File: config.mk
export PLATFORM = sky130hd
export DESIGN_NAME = sample_run_length_encoder
export DESIGN_NICKNAME = d
export VERILOG_FILES = /design/src/rtl/rle_pkg.sv /design/src/rtl/rle_front.sv /design/src/rtl/rle_queue.sv /design/src/rtl/rle_back.sv /design/src/rtl/sample_run_length_encoder.sv
export SDC_FILE = /design/constraint.sdc
export NUM_CORES = 1
export LEC_CHECK = 0
export BUFFER_PORTS_ARGS = -buffer_cell sky130_fd_sc_hd__buf_2
export CORE_ASPECT_RATIO = 0.75
export CORE_MARGIN = 3
export CORE_UTILIZATION = 60
export DETAILED_ROUTE_END_ITERATION = 8
export GPL_TIMING_DRIVEN = 0
export PLACE_DENSITY = 0.76
export SETUP_SLACK_MARGIN = 0.05
export SYNTH_ARGS = -nofsm -noshare
export SYNTH_HDL_FRONTEND = slang
export SYNTH_SLANG_ARGS = --single-unit
File: constraint.sdc
create_clock -name clock -period 13.04 [get_ports clock]
set_input_delay 1.956 -clock clock [delete_from_list [all_inputs] [get_ports clock]]
set_output_delay 1.956 -clock clock [all_outputs]
set_load 0.05 [all_outputs]
File: src/rtl/rle_pkg.sv
package rle_pkg;

   // Field widths of the sample and of the encoded word
   localparam int SAMPLE_WIDTH = 16;
   localparam int LENGTH_WIDTH = 16;

   // Longest run a single word can carry
   localparam logic [LENGTH_WIDTH-1:0] RUN_MAX = {LENGTH_WIDTH{1'b1}};

   // Default depth of the queue between front and back
   localparam int RLE_QUEUE_DEPTH = 4;

   // One encoded word as it leaves the block
   typedef struct packed {
      logic [LENGTH_WIDTH-1:0] run_length;
      logic [SAMPLE_WIDTH-1:0] run_value;
      logic                    final_word;
   } word_type;

   // Up to two words caused by one input item: the closed run first,
   // then the run flushed by a block end
   typedef struct packed {
      logic     close_valid;
      word_type close_word;
      logic     flush_valid;
      word_type flush_word;
   } pair_type;

endpackage

File: src/rtl/rle_front.sv
module rle_front (
   input  logic                             clock,
   input  logic                             reset,
   input  logic                             accept,
   input  logic [rle_pkg::SAMPLE_WIDTH-1:0] sample_value,
   input  logic                             block_end,
   output rle_pkg::pair_type                pair,
   output logic                             push,
   output logic                             run_open
);
   import rle_pkg::*;

   logic [SAMPLE_WIDTH-1:0] cur_value_ff, cur_value_in;
   logic [LENGTH_WIDTH-1:0] cur_length_ff, cur_length_in;
   logic                    run_open_ff, run_open_in;
   logic                    extend;
   logic [SAMPLE_WIDTH-1:0] new_value;
   logic [LENGTH_WIDTH-1:0] new_length;

   // Classify the sample against the open run
   always_comb begin
      extend = run_open_ff && (sample_value == cur_value_ff) && (cur_length_ff != RUN_MAX);
      if (extend) begin
         new_value  = cur_value_ff;
         new_length = cur_length_ff + LENGTH_WIDTH'(1);
      end else begin
         new_value  = sample_value;
         new_length = LENGTH_WIDTH'(1);
      end

      // Closed run goes out ahead of any flush
      pair.close_valid            = run_open_ff && !extend;
      pair.close_word.run_length  = cur_length_ff;
      pair.close_word.run_value   = cur_value_ff;
      pair.close_word.final_word  = 1'b0;
      pair.flush_valid            = block_end;
      pair.flush_word.run_length  = new_length;
      pair.flush_word.run_value   = new_value;
      pair.flush_word.final_word  = 1'b1;

      push = accept && (pair.close_valid || pair.flush_valid);

      // Run state update; a block end leaves no run open
      cur_value_in  = cur_value_ff;
      cur_length_in = cur_length_ff;
      run_open_in   = run_open_ff;
      if (accept) begin
         if (block_end) begin
            cur_value_in  = '0;
            cur_length_in = '0;
            run_open_in   = 1'b0;
         end else begin
            cur_value_in  = new_value;
            cur_length_in = new_length;
            run_open_in   = 1'b1;
         end
      end
   end

   always_ff @(posedge clock) begin
      if (reset) begin
         cur_value_ff  <= '0;
         cur_length_ff <= '0;
         run_open_ff   <= 1'b0;
      end else begin
         cur_value_ff  <= cur_value_in;
         cur_length_ff <= cur_length_in;
         run_open_ff   <= run_open_in;
      end
   end

   assign run_open = run_open_ff;

endmodule

File: src/rtl/rle_queue.sv
module rle_queue #(
   parameter int DEPTH = rle_pkg::RLE_QUEUE_DEPTH
) (
   input  logic              clock,
   input  logic              reset,
   input  logic              push,
   input  rle_pkg::pair_type push_data,
   input  logic              pop,
   output rle_pkg::pair_type pop_data,
   output logic              full,
   output logic              empty
);
   import rle_pkg::*;

   localparam int PtrWidth   = (DEPTH > 1) ? $clog2(DEPTH) : 1;
   localparam int CountWidth = $clog2(DEPTH + 1);

   pair_type                mem_ff [DEPTH];
   logic [PtrWidth-1:0]     wr_ptr_ff, wr_ptr_in;
   logic [PtrWidth-1:0]     rd_ptr_ff, rd_ptr_in;
   logic [CountWidth-1:0]   count_ff, count_in;
   logic                    do_push, do_pop;

   function automatic logic [PtrWidth-1:0] next_ptr(input logic [PtrWidth-1:0] ptr);
      next_ptr = (ptr == PtrWidth'(DEPTH - 1)) ? '0 : ptr + PtrWidth'(1);
   endfunction

   // Pointer and fill count update
   always_comb begin
      do_push   = push && !full;
      do_pop    = pop && !empty;
      wr_ptr_in = do_push ? next_ptr(wr_ptr_ff) : wr_ptr_ff;
      rd_ptr_in = do_pop ? next_ptr(rd_ptr_ff) : rd_ptr_ff;
      count_in  = count_ff;
      if (do_push && !do_pop) begin
         count_in = count_ff + CountWidth'(1);
      end else if (do_pop && !do_push) begin
         count_in = count_ff - CountWidth'(1);
      end
   end

   always_ff @(posedge clock) begin
      if (reset) begin
         wr_ptr_ff <= '0;
         rd_ptr_ff <= '0;
         count_ff  <= '0;
      end else begin
         wr_ptr_ff <= wr_ptr_in;
         rd_ptr_ff <= rd_ptr_in;
         count_ff  <= count_in;
      end
   end

   // Entry storage
   always_ff @(posedge clock) begin
      if (do_push) begin
         mem_ff[wr_ptr_ff] <= push_data;
      end
   end

   assign pop_data = mem_ff[rd_ptr_ff];
   assign full     = (count_ff == CountWidth'(DEPTH));
   assign empty    = (count_ff == '0);

endmodule

File: src/rtl/rle_back.sv
module rle_back (
   input  logic                             clock,
   input  logic                             reset,
   input  logic                             q_empty,
   input  rle_pkg::pair_type                q_data,
   output logic                             q_pop,
   output logic                             rsp_valid,
   input  logic                             rsp_stall,
   output logic [rle_pkg::LENGTH_WIDTH-1:0] rsp_run_length,
   output logic [rle_pkg::SAMPLE_WIDTH-1:0] rsp_run_value,
   output logic                             rsp_final_word
);
   import rle_pkg::*;

   logic     out_valid_ff, out_valid_in;
   word_type out_word_ff, out_word_in;
   logic     pend_valid_ff, pend_valid_in;
   word_type pend_word_ff, pend_word_in;
   logic     slot_free;

   // Refill the output register from the held second word or the queue
   always_comb begin
      slot_free     = !out_valid_ff || !rsp_stall;
      q_pop         = 1'b0;
      out_valid_in  = out_valid_ff;
      out_word_in   = out_word_ff;
      pend_valid_in = pend_valid_ff;
      pend_word_in  = pend_word_ff;
      if (slot_free) begin
         if (pend_valid_ff) begin
            out_valid_in  = 1'b1;
            out_word_in   = pend_word_ff;
            pend_valid_in = 1'b0;
         end else if (!q_empty) begin
            q_pop         = 1'b1;
            out_valid_in  = 1'b1;
            out_word_in   = q_data.close_valid ? q_data.close_word : q_data.flush_word;
            pend_valid_in = q_data.close_valid && q_data.flush_valid;
            pend_word_in  = q_data.flush_word;
         end else begin
            out_valid_in  = 1'b0;
         end
      end
   end

   always_ff @(posedge clock) begin
      if (reset) begin
         out_valid_ff  <= 1'b0;
         pend_valid_ff <= 1'b0;
      end else begin
         out_valid_ff  <= out_valid_in;
         pend_valid_ff <= pend_valid_in;
      end
   end

   // Word payload, no reset needed
   always_ff @(posedge clock) begin
      out_word_ff  <= out_word_in;
      pend_word_ff <= pend_word_in;
   end

   assign rsp_valid      = out_valid_ff;
   assign rsp_run_length = out_word_ff.run_length;
   assign rsp_run_value  = out_word_ff.run_value;
   assign rsp_final_word = out_word_ff.final_word;

endmodule

File: src/rtl/sample_run_length_encoder.sv
// Run-length encoder for 16-channel logic samples. One sample is taken per clock while
// req_stall is low; equal consecutive samples merge into a run, and a run is sent as a
// (length, value) word when a different sample arrives, when a sample arrives after it
// has reached 65535 samples, or when block_end flushes it (that word carries final_word).
// A sample that both closes a run and ends the block gives two words, sent one at a time
// by the output register; the QUEUE_DEPTH-entry queue between the classifying front and
// the output stage absorbs these, so input throughput stays one sample per clock as long
// as the output is not stalled and words stay below one per cycle on average. Each word
// is held in the queue and then the output register. 0xFFFF is an ordinary sample value.
module sample_run_length_encoder #(
   parameter int QUEUE_DEPTH = rle_pkg::RLE_QUEUE_DEPTH
) (
   input  logic                             clock,
   input  logic                             reset,
   input  logic                             req_valid,
   output logic                             req_stall,
   input  logic [rle_pkg::SAMPLE_WIDTH-1:0] req_sample_value,
   input  logic                             req_block_end,
   output logic                             rsp_valid,
   input  logic                             rsp_stall,
   output logic [rle_pkg::LENGTH_WIDTH-1:0] rsp_run_length,
   output logic [rle_pkg::SAMPLE_WIDTH-1:0] rsp_run_value,
   output logic                             rsp_final_word
);
   import rle_pkg::*;

   pair_type front_pair;
   pair_type q_data;
   logic     front_push;
   logic     front_run_open;
   logic     q_pop, q_full, q_empty;
   logic     req_accept;

   assign req_stall  = q_full;
   assign req_accept = req_valid && !req_stall;

   // Front: run tracking and classification
   rle_front u_front (
      .clock        (clock),
      .reset        (reset),
      .accept       (req_accept),
      .sample_value (req_sample_value),
      .block_end    (req_block_end),
      .pair         (front_pair),
      .push         (front_push),
      .run_open     (front_run_open)
   );

   // Queue between front and back
   rle_queue #(
      .DEPTH (QUEUE_DEPTH)
   ) u_queue (
      .clock     (clock),
      .reset     (reset),
      .push      (front_push),
      .push_data (front_pair),
      .pop       (q_pop),
      .pop_data  (q_data),
      .full      (q_full),
      .empty     (q_empty)
   );

   // Back: serializes words into the output register
   rle_back u_back (
      .clock          (clock),
      .reset          (reset),
      .q_empty        (q_empty),
      .q_data         (q_data),
      .q_pop          (q_pop),
      .rsp_valid      (rsp_valid),
      .rsp_stall      (rsp_stall),
      .rsp_run_length (rsp_run_length),
      .rsp_run_value  (rsp_run_value),
      .rsp_final_word (rsp_final_word)
   );

   // A word never carries an empty run
   a_nonzero_length: assert property (@(posedge clock) disable iff (reset)
      rsp_valid |-> rsp_run_length != '0)
      else $error("encoded word with zero run length");

   // A block end always leaves a word in the queue and closes the run
   a_block_end_push: assert property (@(posedge clock) disable iff (reset)
      (req_accept && req_block_end) |-> front_push)
      else $error("block end produced no word");

   a_block_end_close: assert property (@(posedge clock) disable iff (reset)
      (req_accept && req_block_end) |=> !front_run_open)
      else $error("run still open after block end");

endmodule

After elaboration in Yosys (flattened, before gate mapping)
Memories as Yosys holds them, arrays and structs flattened. A register that Yosys moved wholly into a read port is not among the register bits.
Cells that the tools add are included.

operators by class
  add/sub/neg operators = 5
  equal/unequal tests = 6
  multiplexer cells = 22
  bitwise gates (word level) = 2
  reductions and logical operators = 23

operators with widths
  cell                     number
  $mux W33                 3
  $mux W16                 4
  $add A16 B1 Y16 const B  1
  $eq A16 B16 Y1           1
  $ne A16 B16 Y1 const B   1
  $logic_and A1 B1 Y1      10
  $mux W1                  9
  $mux W2                  4
  $logic_not A1 Y1         7
  $mux W3                  2
  $add A2 B1 Y2 const B    2
  $eq A2 B2 Y1 const B     2
  $add A3 B1 Y3 const B    1
  $eq A3 B3 Y1 const B     1
  $logic_not A3 Y1         1
  $reduce_and A3 Y1        1
  $sub A3 B1 Y3 const B    1
  $logic_or A1 B1 Y1       2
  $ne A2 B2 Y1 const B     1
  $not A1 Y1               2
  $reduce_and A2 Y1        1
  $reduce_bool A2 Y1       1

storage, ports and cells
  register bits = 108
  memory bits (writable) = 264
  input bits = 21
  output and inout bits = 35
  logic and storage cells = 73
  memories kept = 1

memories
  memory          words  width  read ports  clocked after Yosys merged registers in  wr ports  line             text
  u_queue.mem_ff  4      66     1           1                                        1         rle_queue.sv:18  pair_type mem_ff [DEPTH];

Depth between registers and ports, before layout
Gate-level depths: netlist (run 1).

  depth after elaboration = 12
  mapped depth = 12
  depth with buffers taken out = 12

By module
From an unflattened synthesis (run 1), not the netlist that was laid out.

unflattened totals
  cells, all modules = 894
  area, all modules = 15463.6 µm²

by module, submodules not included
  module                     instances  cells an instance  area an instance (µm²)  seq. area each (µm²)
  rle_queue                  1          406                10306.1                 8348.0
  rle_back                   1          187                2820.2                  2021.9
  rle_front                  1          300                2323.5                  660.6
  sample_run_length_encoder  1          1                  13.8                    0.0

Worst setup path after synthesis (run 1)
No wires, ideal clock.

  path kind = input -> register
  start = in rsp_stall
  end = reg u_queue.count_ff[2]
  setup time = 0.070 ns
  arrival = 6.008 ns
  data required time = 12.970 ns
  path slack = 6.961 ns
  stages on the path = 9
  path buffers = 0
  cells stage by stage = nand2_1 > nor3b_1 > inv_1 > ha_1 > inv_1 > fa_1 > xor2_1 > or3_1 > a21oi_1

on the way
  longest elaborated chain between the ends = 7
  elaborated cells on any way between the ends = 9
  classes of those cells = 2 x mux; 7 x reduce/logical

ends and longest elaborated chain
  item                                                  line                             text
  start: declaration                                    sample_run_length_encoder.sv:20  input logic rsp_stall,
  $logic_not A1 Y1 *                                    rle_back.sv:23                   slot_free = !out_valid_ff || !rsp_stall;
  $logic_or A1 B1 Y1 *                                  rle_back.sv:23
  $mux W1 *                                             rle_back.sv:29                   if (slot_free) begin
  $logic_and A1 B1 Y1 *                                 rle_queue.sv:31                  do_pop = pop && !empty;
  $logic_not A1 Y1                                      rle_queue.sv:35                  if (do_push && !do_pop) begin
  $logic_and A1 B1 Y1                                   rle_queue.sv:35
  $mux W3 / $reduce_bool A2 Y1 (equally long branches)  n/a
  end signal: assignment                                rle_queue.sv:50                  count_ff <= count_in;
  end: declaration                                      rle_queue.sv:21                  logic [CountWidth-1:0] count_ff, count_in;

Mark *: on every way between the ends. The rest lies on a longest branch, timed or not.
A chain may end at the register's enable or synchronous reset.

==> summary.txt, run 1 <==
total CTS buffers: 36
crit-path most repeated cell: xor2_1
crit-path cells: buf_2, xor2_1, nor4_2, nand3_1, o31a_1, o21a_1, ha_1, inv_1, fa_1, xor2_1, or3_1, a21oi_1
clock sinks: 373
fmax: 237 MHz
reg2reg end: u_queue.count_ff[2]
DR iter-0 viols: 995
flops & latches, synth: 373
routability cong.: 0.875
Lkg Pwr: 5.60 nW
Hold Startpoint: u_front.cur_length_ff[5]
post-synthesis cell count: 856
antenna viol nets, final: 0
final hold violation count: 0
Top delay family on crit path: compound AO/OA/AOI/OAI gates
Avg Inst Size Synth: 17.2 sq um
std cell rows: 48
PortBufs: 55
post-synthesis sequential area ratio: 0.733
Min-Delay Path Class: flop to flop
WP data required: 13.47 ns
setup violators final: 0
H-tree Lvls: 2
area occupied by multi-input gates: 0.00367 sq mm
worst-path maximum fanout: 7
pwr dens: 217 mW/mm^2
GRT Util Overall: 0.233
Routed WL: 30400 microns
met2 wire len: 13600 microns
dpl ws: 8.40 ns
Setup TNS Final: 0 ns
DRC Markers: 0
reg2reg start: u_front.cur_length_ff[0]
Max IR drop VDD: 0.000180 V
Reg area: 0.0108 sq mm
number of synthesis warnings: 0
DP HPWL: 19000 microns
die width: 187 microns
Hold EP: u_queue.mem_ff[3][54]
Least-Margin Pin Slew: 1.02 ns
Slew Limit Fails: 0
total power: 3.61 mW
Die Ht: 141 microns
drt pass-1 iters: 6
layout cells sized above 1: 0.202
core area: 0.0235 sq mm
slowest CP cell: fa_1
antenna fix cells: 0
hold slack: 0.527 ns
hold path cells: 0
Top Layer Used: met5
Post-Synthesis Cell Area: 0.0147 sq mm
vias in the first global route: 7832
worst-skew pair later-pin latency: 0.51 ns
post-layout min period: 4.22 ns
setup ws final: 8.82 ns
WL met3: 2600 microns
TritonCTS clock tree: yes
final period utilization: 0.323
Worst path depth: 12
setup repair after global routing missed its margin: false
grt ovf: 0
Fill cells: 1518
IO Pins: 56
maximum clock path buffer count: 3
worst clock skew: 0.0253 ns
Area Growth Syn to Fin: 13.2%
post-CTS sizing: 0
status: finished, final reports clean
initial cell density of the core: 0.624
clock slew at reported path FFs: 0.06 ns
Die ar.: 0.0264 sq mm
wire per inst: 23.2 microns
first-pass GRT wire length: 46500 microns
largest net degree at the start of global routing: 44
Via Count: 8041
synth unique cells: 41
crit-path max cell delay: 0.37 ns
buffer count from post-CTS setup fixing: 0
Max Cap Viol: 0
FF-to-FF setup slack: 9.20 ns
WS Path Type: input port to flop
initial antenna violation count: 1
Via density: 6.16
Slew headroom: 0.316
FF-to-FF path depth: 12
Worst EP arrival: 4.64 ns
routed length on met1: 13400 microns
NumNets Final: 987
Critical Path End Type: flop
Mapped Nets: 885
hold_buf cts: 0
CP Buf/Inv Count: 2
CP Launch Type: input port
root buffer cell: clkbuf_16
==> per-stage QoR <==
step                       util  cells  instance area [sq um]
after global placement    0.653   1236                  15400
after global routing      0.706   1306                  16600
final                     0.706   1306                  16600
after CTS                 0.706   1306                  16600
after detailed placement  0.661   1245                  15600
after floorplan               -    856                  14700
==> metal layers <==
layer	GRT usage	up-vias
met3	0.0469	56
li1	-	3541
met4	0.0672	2
met1	0.361	4041
met5	0	-
met2	0.343	401
==> power by group <==
group          switching, mW  internal, mW
clock network          0.413         0.544
logic                  0.675         0.371
registers             0.0561          1.55
total                   1.14          2.47
==> cells in the final DEF, fill, tap and decap left out, types with 34 or more instances in the layout <==
cell type / count
buf_2: 68
clkbuf_16: 37
o21ai_0: 47
dfxtp_1: 44
edfxtp_1: 329
nand2_1: 72
mux2i_1: 34
clkbuf_1: 53
mux4_2: 66
==> Yosys cell counts, drive strengths merged <==
library cell,count,share of area
a211o,1,0.00060
nor2b,1,0.00043
nand2,72,0.018
and4,2,0.0012
o21a,1,0.00051
xnor2,7,0.0042
and3,11,0.0047
nand3b,16,0.0082
edfxtp,329,0.67
nand3,26,0.0092
o2111ai,1,0.00060
nor3b,6,0.0031
ha,7,0.0060
a211oi,1,0.00051
nor3,9,0.0034
dfxtp,44,0.060
nand2b,2,0.00085
nand4,2,0.00085
o31ai,2,0.0010
fa,1,0.0014
buf,18,0.0057
clkbuf,44,0.011
mux2i,34,0.023
or3,2,0.00085
inv,6,0.0015
xor2,25,0.015
a21oi,24,0.0082
or4,1,0.00051
nor2,23,0.0059
nor4b,3,0.0018
o21ai,47,0.016
o211ai,1,0.00051
mux4,66,0.10
nor4,16,0.0081
and2,4,0.0017
o31a,1,0.00060
==> area by class of cell <==
class | count | share of cell area
sequential | 373 | 0.647
buffer | 62 | 0.0151
inverter | 6 | 0.00136
tap | 325 | 0.0245
clock buffer | 48 | 0.0588
multi-input combinational | 415 | 0.221
clock inverter | 13 | 0.00497
timing repair buffer | 64 | 0.0269
==> state kept, by name, indices dropped and copies added, names as in the netlist, named ones only <==
name	cells
u_queue.rd_ptr_ff	2
u_back.rsp_run_length	16
u_back.rsp_run_value	16
u_back.rsp_valid	1
u_queue.wr_ptr_ff	2
u_back.pend_valid_ff	1
u_queue.mem_ff	264
u_back.pend_word_ff	32
u_queue.count_ff	3
u_front.run_open	1
u_front.cur_value_ff	16
u_back.rsp_final_word	1
u_front.cur_length_ff	16
==> cells by family (layout without fill, tap and decap cells) <==
kind of cell	Yosys count	count (layout)	share of synthesized area
flip-flops	373	373	0.733
AND/OR/NAND/NOR	196	196	0.0691
multiplexers	100	100	0.124
AO/OA/AOI/OAI	79	79	0.0286
buffers and inverters	68	193	0.0186
XOR/XNOR	32	32	0.0191
adder cells (fa/ha/maj)	8	8	0.00733
==> how the worst max path moves through the flow <==
stage | from | end | slack [ns]
2_1_floorplan | rsp_stall | u_queue.count_ff[2] | 6.96
3_3_place_gp | rsp_stall | u_queue.count_ff[2] | 3.93
3_5_place_dp | rsp_stall | u_queue.count_ff[2] | 8.40
4_1_cts | req_sample_value[15] | u_queue.count_ff[2] | 8.92
5_1_grt | req_sample_value[0] | u_queue.count_ff[2] | 8.66
6_report | req_sample_value[15] | u_queue.count_ff[2] | 8.82
==> worst register-to-register path: stages (launching register included) <==
cell	delay, ns
dfxtp_1	0.51
ha_1	0.35
nand3_2	0.15
nor3_2	0.48
and4_1	0.36
o31a_1	0.33
o21a_1	0.30
ha_1	0.23
inv_1	0.06
fa_1	0.37
xor2_1	0.16
or3_1	0.32
a21oi_1	0.15
Note: power is estimated with default switching activity, not from simulation.
==> inputs of run 2 (changes only) <==
clock period = 3.9 ns   (was 13.04 ns; I/O delays follow)
==> run 2 against run 1 <==
Effect of this change:
- sequential power increased to 3.3 times the previous value
- largest power group unchanged
- clock skew is 0.012 ns lower
- register-to-register slack worse by 8.9 ns
- final cell count up 0.23%
- sequential share of layout area down 0.17 points
- die area stayed put
- via count fell by 0.61%
- routed wire length grew 0.66%
- non-clock buffer count rose by 1
- largest cell class unchanged
- design area is 0.26% higher
- critical path type is now flop to flop
- combinational power increased to 3.3 times the previous value
==> summary.txt, run 2 (synthesis results as in run 1) <==
Reg area: 0.0108 sq mm
Worst EP arrival: 3.99 ns
WS Path Type: flop to flop
Largest register FFs: 264
antenna viol nets, final: 0
first-pass GRT wire length: 47100 microns
clock slew at reported path FFs: 0.06 ns
NumNets Final: 988
FF-to-FF path depth: 12
drt pass-1 iters: 5
Least-Margin Pin Slew: 0.925 ns
clock sinks: 373
crit path to: u_queue.count_ff[2]
crit path from: u_front.cur_length_ff[0]
Routed WL: 30600 microns
initial cell density of the core: 0.624
final hold violation count: 0
maximum clock path buffer count: 3
Max IR drop VDD: 0.000551 V
DP HPWL: 18800 microns
grt ovf: 0
setup ws final: 0.330 ns
most frequent cells in the layout: edfxtp_1 (329), nand2_1 (72), buf_2 (68), mux4_2 (66), clkbuf_1 (53)
TritonCTS clock tree: yes
Via Count: 7992
Fill cells: 1530
FF-to-FF setup slack: 0.33 ns
worst clock skew: 0.0134 ns
H-tree Lvls: 2
fmax: 280 MHz
initial antenna violation count: 0
std cell rows: 48
final period utilization: 0.915
worst-path maximum fanout: 10
antenna fix cells: 0
Slew Limit Fails: 0
PortBufs: 55
total power: 12.1 mW
root buffer cell: clkbuf_16
worst-skew pair later-pin latency: 0.50 ns
vias in the first global route: 7986
setup repair after global routing missed its margin: false
layout cells sized above 1: 0.203
pwr dens: 725 mW/mm^2
Slew headroom: 0.383
hold slack: 0.397 ns
die width: 187 microns
largest net degree at the start of global routing: 44
Area Growth Syn to Fin: 13.5%
Via density: 6.11
dpl ws: 0.0958 ns
routability cong.: 0.834
Critical Path End Type: flop
DRC Markers: 0
core area: 0.0235 sq mm
largest registers: u_queue.mem_ff (264), u_back.pend_word_ff (32)
WP data required: 4.32 ns
status: finished, final reports clean
Min-Delay Path Class: input port to flop
DR iter-0 viols: 920
post-layout min period: 3.57 ns
Die Ht: 141 microns
most common cell after layout, fill and taps aside: edfxtp_1
Top reg by flops: u_queue.mem_ff
Die ar.: 0.0264 sq mm
IO Pins: 56
Lkg Pwr: 5.64 nW
wire per inst: 23.3 microns
area occupied by multi-input gates: 0.00369 sq mm
Max Cap Viol: 0
CP Launch Type: flop
setup violators final: 0
total CTS buffers: 36
reg2reg end: u_queue.count_ff[2]
reg2reg start: u_front.cur_length_ff[0]
GRT Util Overall: 0.235
==> run 2: per-layer routing <==
layer,global-route usage,part of all wire,up-vias
li1,-,-,3538
met1,0.364,0.45,4094
met2,0.362,0.46,318
met3,0.0348,0.077,42
met4,0.0569,0.018,0
met5,0,0,-
==> run 2: worst min path at each step <==
stage | from | to | depth (start not counted) | slack, ns
6_report | req_sample_value[3] | u_front.cur_value_ff[3] | 3 | 0.40
5_1_grt | req_sample_value[9] | u_front.cur_value_ff[9] | 3 | 0.39
4_1_cts | req_sample_value[3] | u_front.cur_value_ff[3] | 3 | 0.38
3_5_place_dp | u_front.cur_length_ff[5] | u_queue.mem_ff[3][54] | 0 | 0.51
3_3_place_gp | u_back.rsp_valid | u_back.rsp_valid | 2 | 0.49
2_1_floorplan | u_front.cur_length_ff[2] | u_queue.mem_ff[0][51] | 0 | 0.45
==> run 2: worst max-delay path, stage by stage, from the launching register on <==
cell and delay (ns):
dfxtp_1 0.51, ha_1 0.33, nand3_2 0.16, nor3_4 0.23, and4_1 0.33, o31a_1 0.33
o21a_1 0.30, ha_1 0.24, inv_1 0.06, fa_1 0.38, xor2_1 0.17, or3_1 0.31
a21oi_1 0.14
==> run 2: stage by stage <==
stage          cell area (sq um)  setup TNS [ns]  utilization  cells
2_1_floorplan              14700               0            -    856
3_3_place_gp               15400         -130.52        0.653   1236
3_5_place_dp               15600               0        0.661   1243
4_1_cts                    16600               0        0.707   1306
5_1_grt                    16700               0        0.708   1309
6_report                   16700               0        0.708   1309
==> run 2: cell type report <==
| type | count | area share |
|---|---|---|
| Sequential cell | 373 | 0.646 |
| Clock buffer | 49 | 0.0595 |
| Timing Repair Buffer | 65 | 0.0273 |
| Buffer | 62 | 0.0150 |
| Multi-Input combinational cell | 415 | 0.221 |
| Tap cell | 325 | 0.0244 |
| Clock inverter | 14 | 0.00541 |
| Inverter | 6 | 0.00135 |
==> run 2: timing repair <==
item                                    CTS  global route
endpoints found under the setup margin    0           150
buffers inserted                          0             3
resized for setup                         0             1
hold buffers                              0             0
==> run 2: power breakdown <==
group	internal, mW	leakage (nW)	switching (mW)
registers	5.18	3.51	0.190
logic	1.24	1.60	2.25
clock network	1.84	0.523	1.37
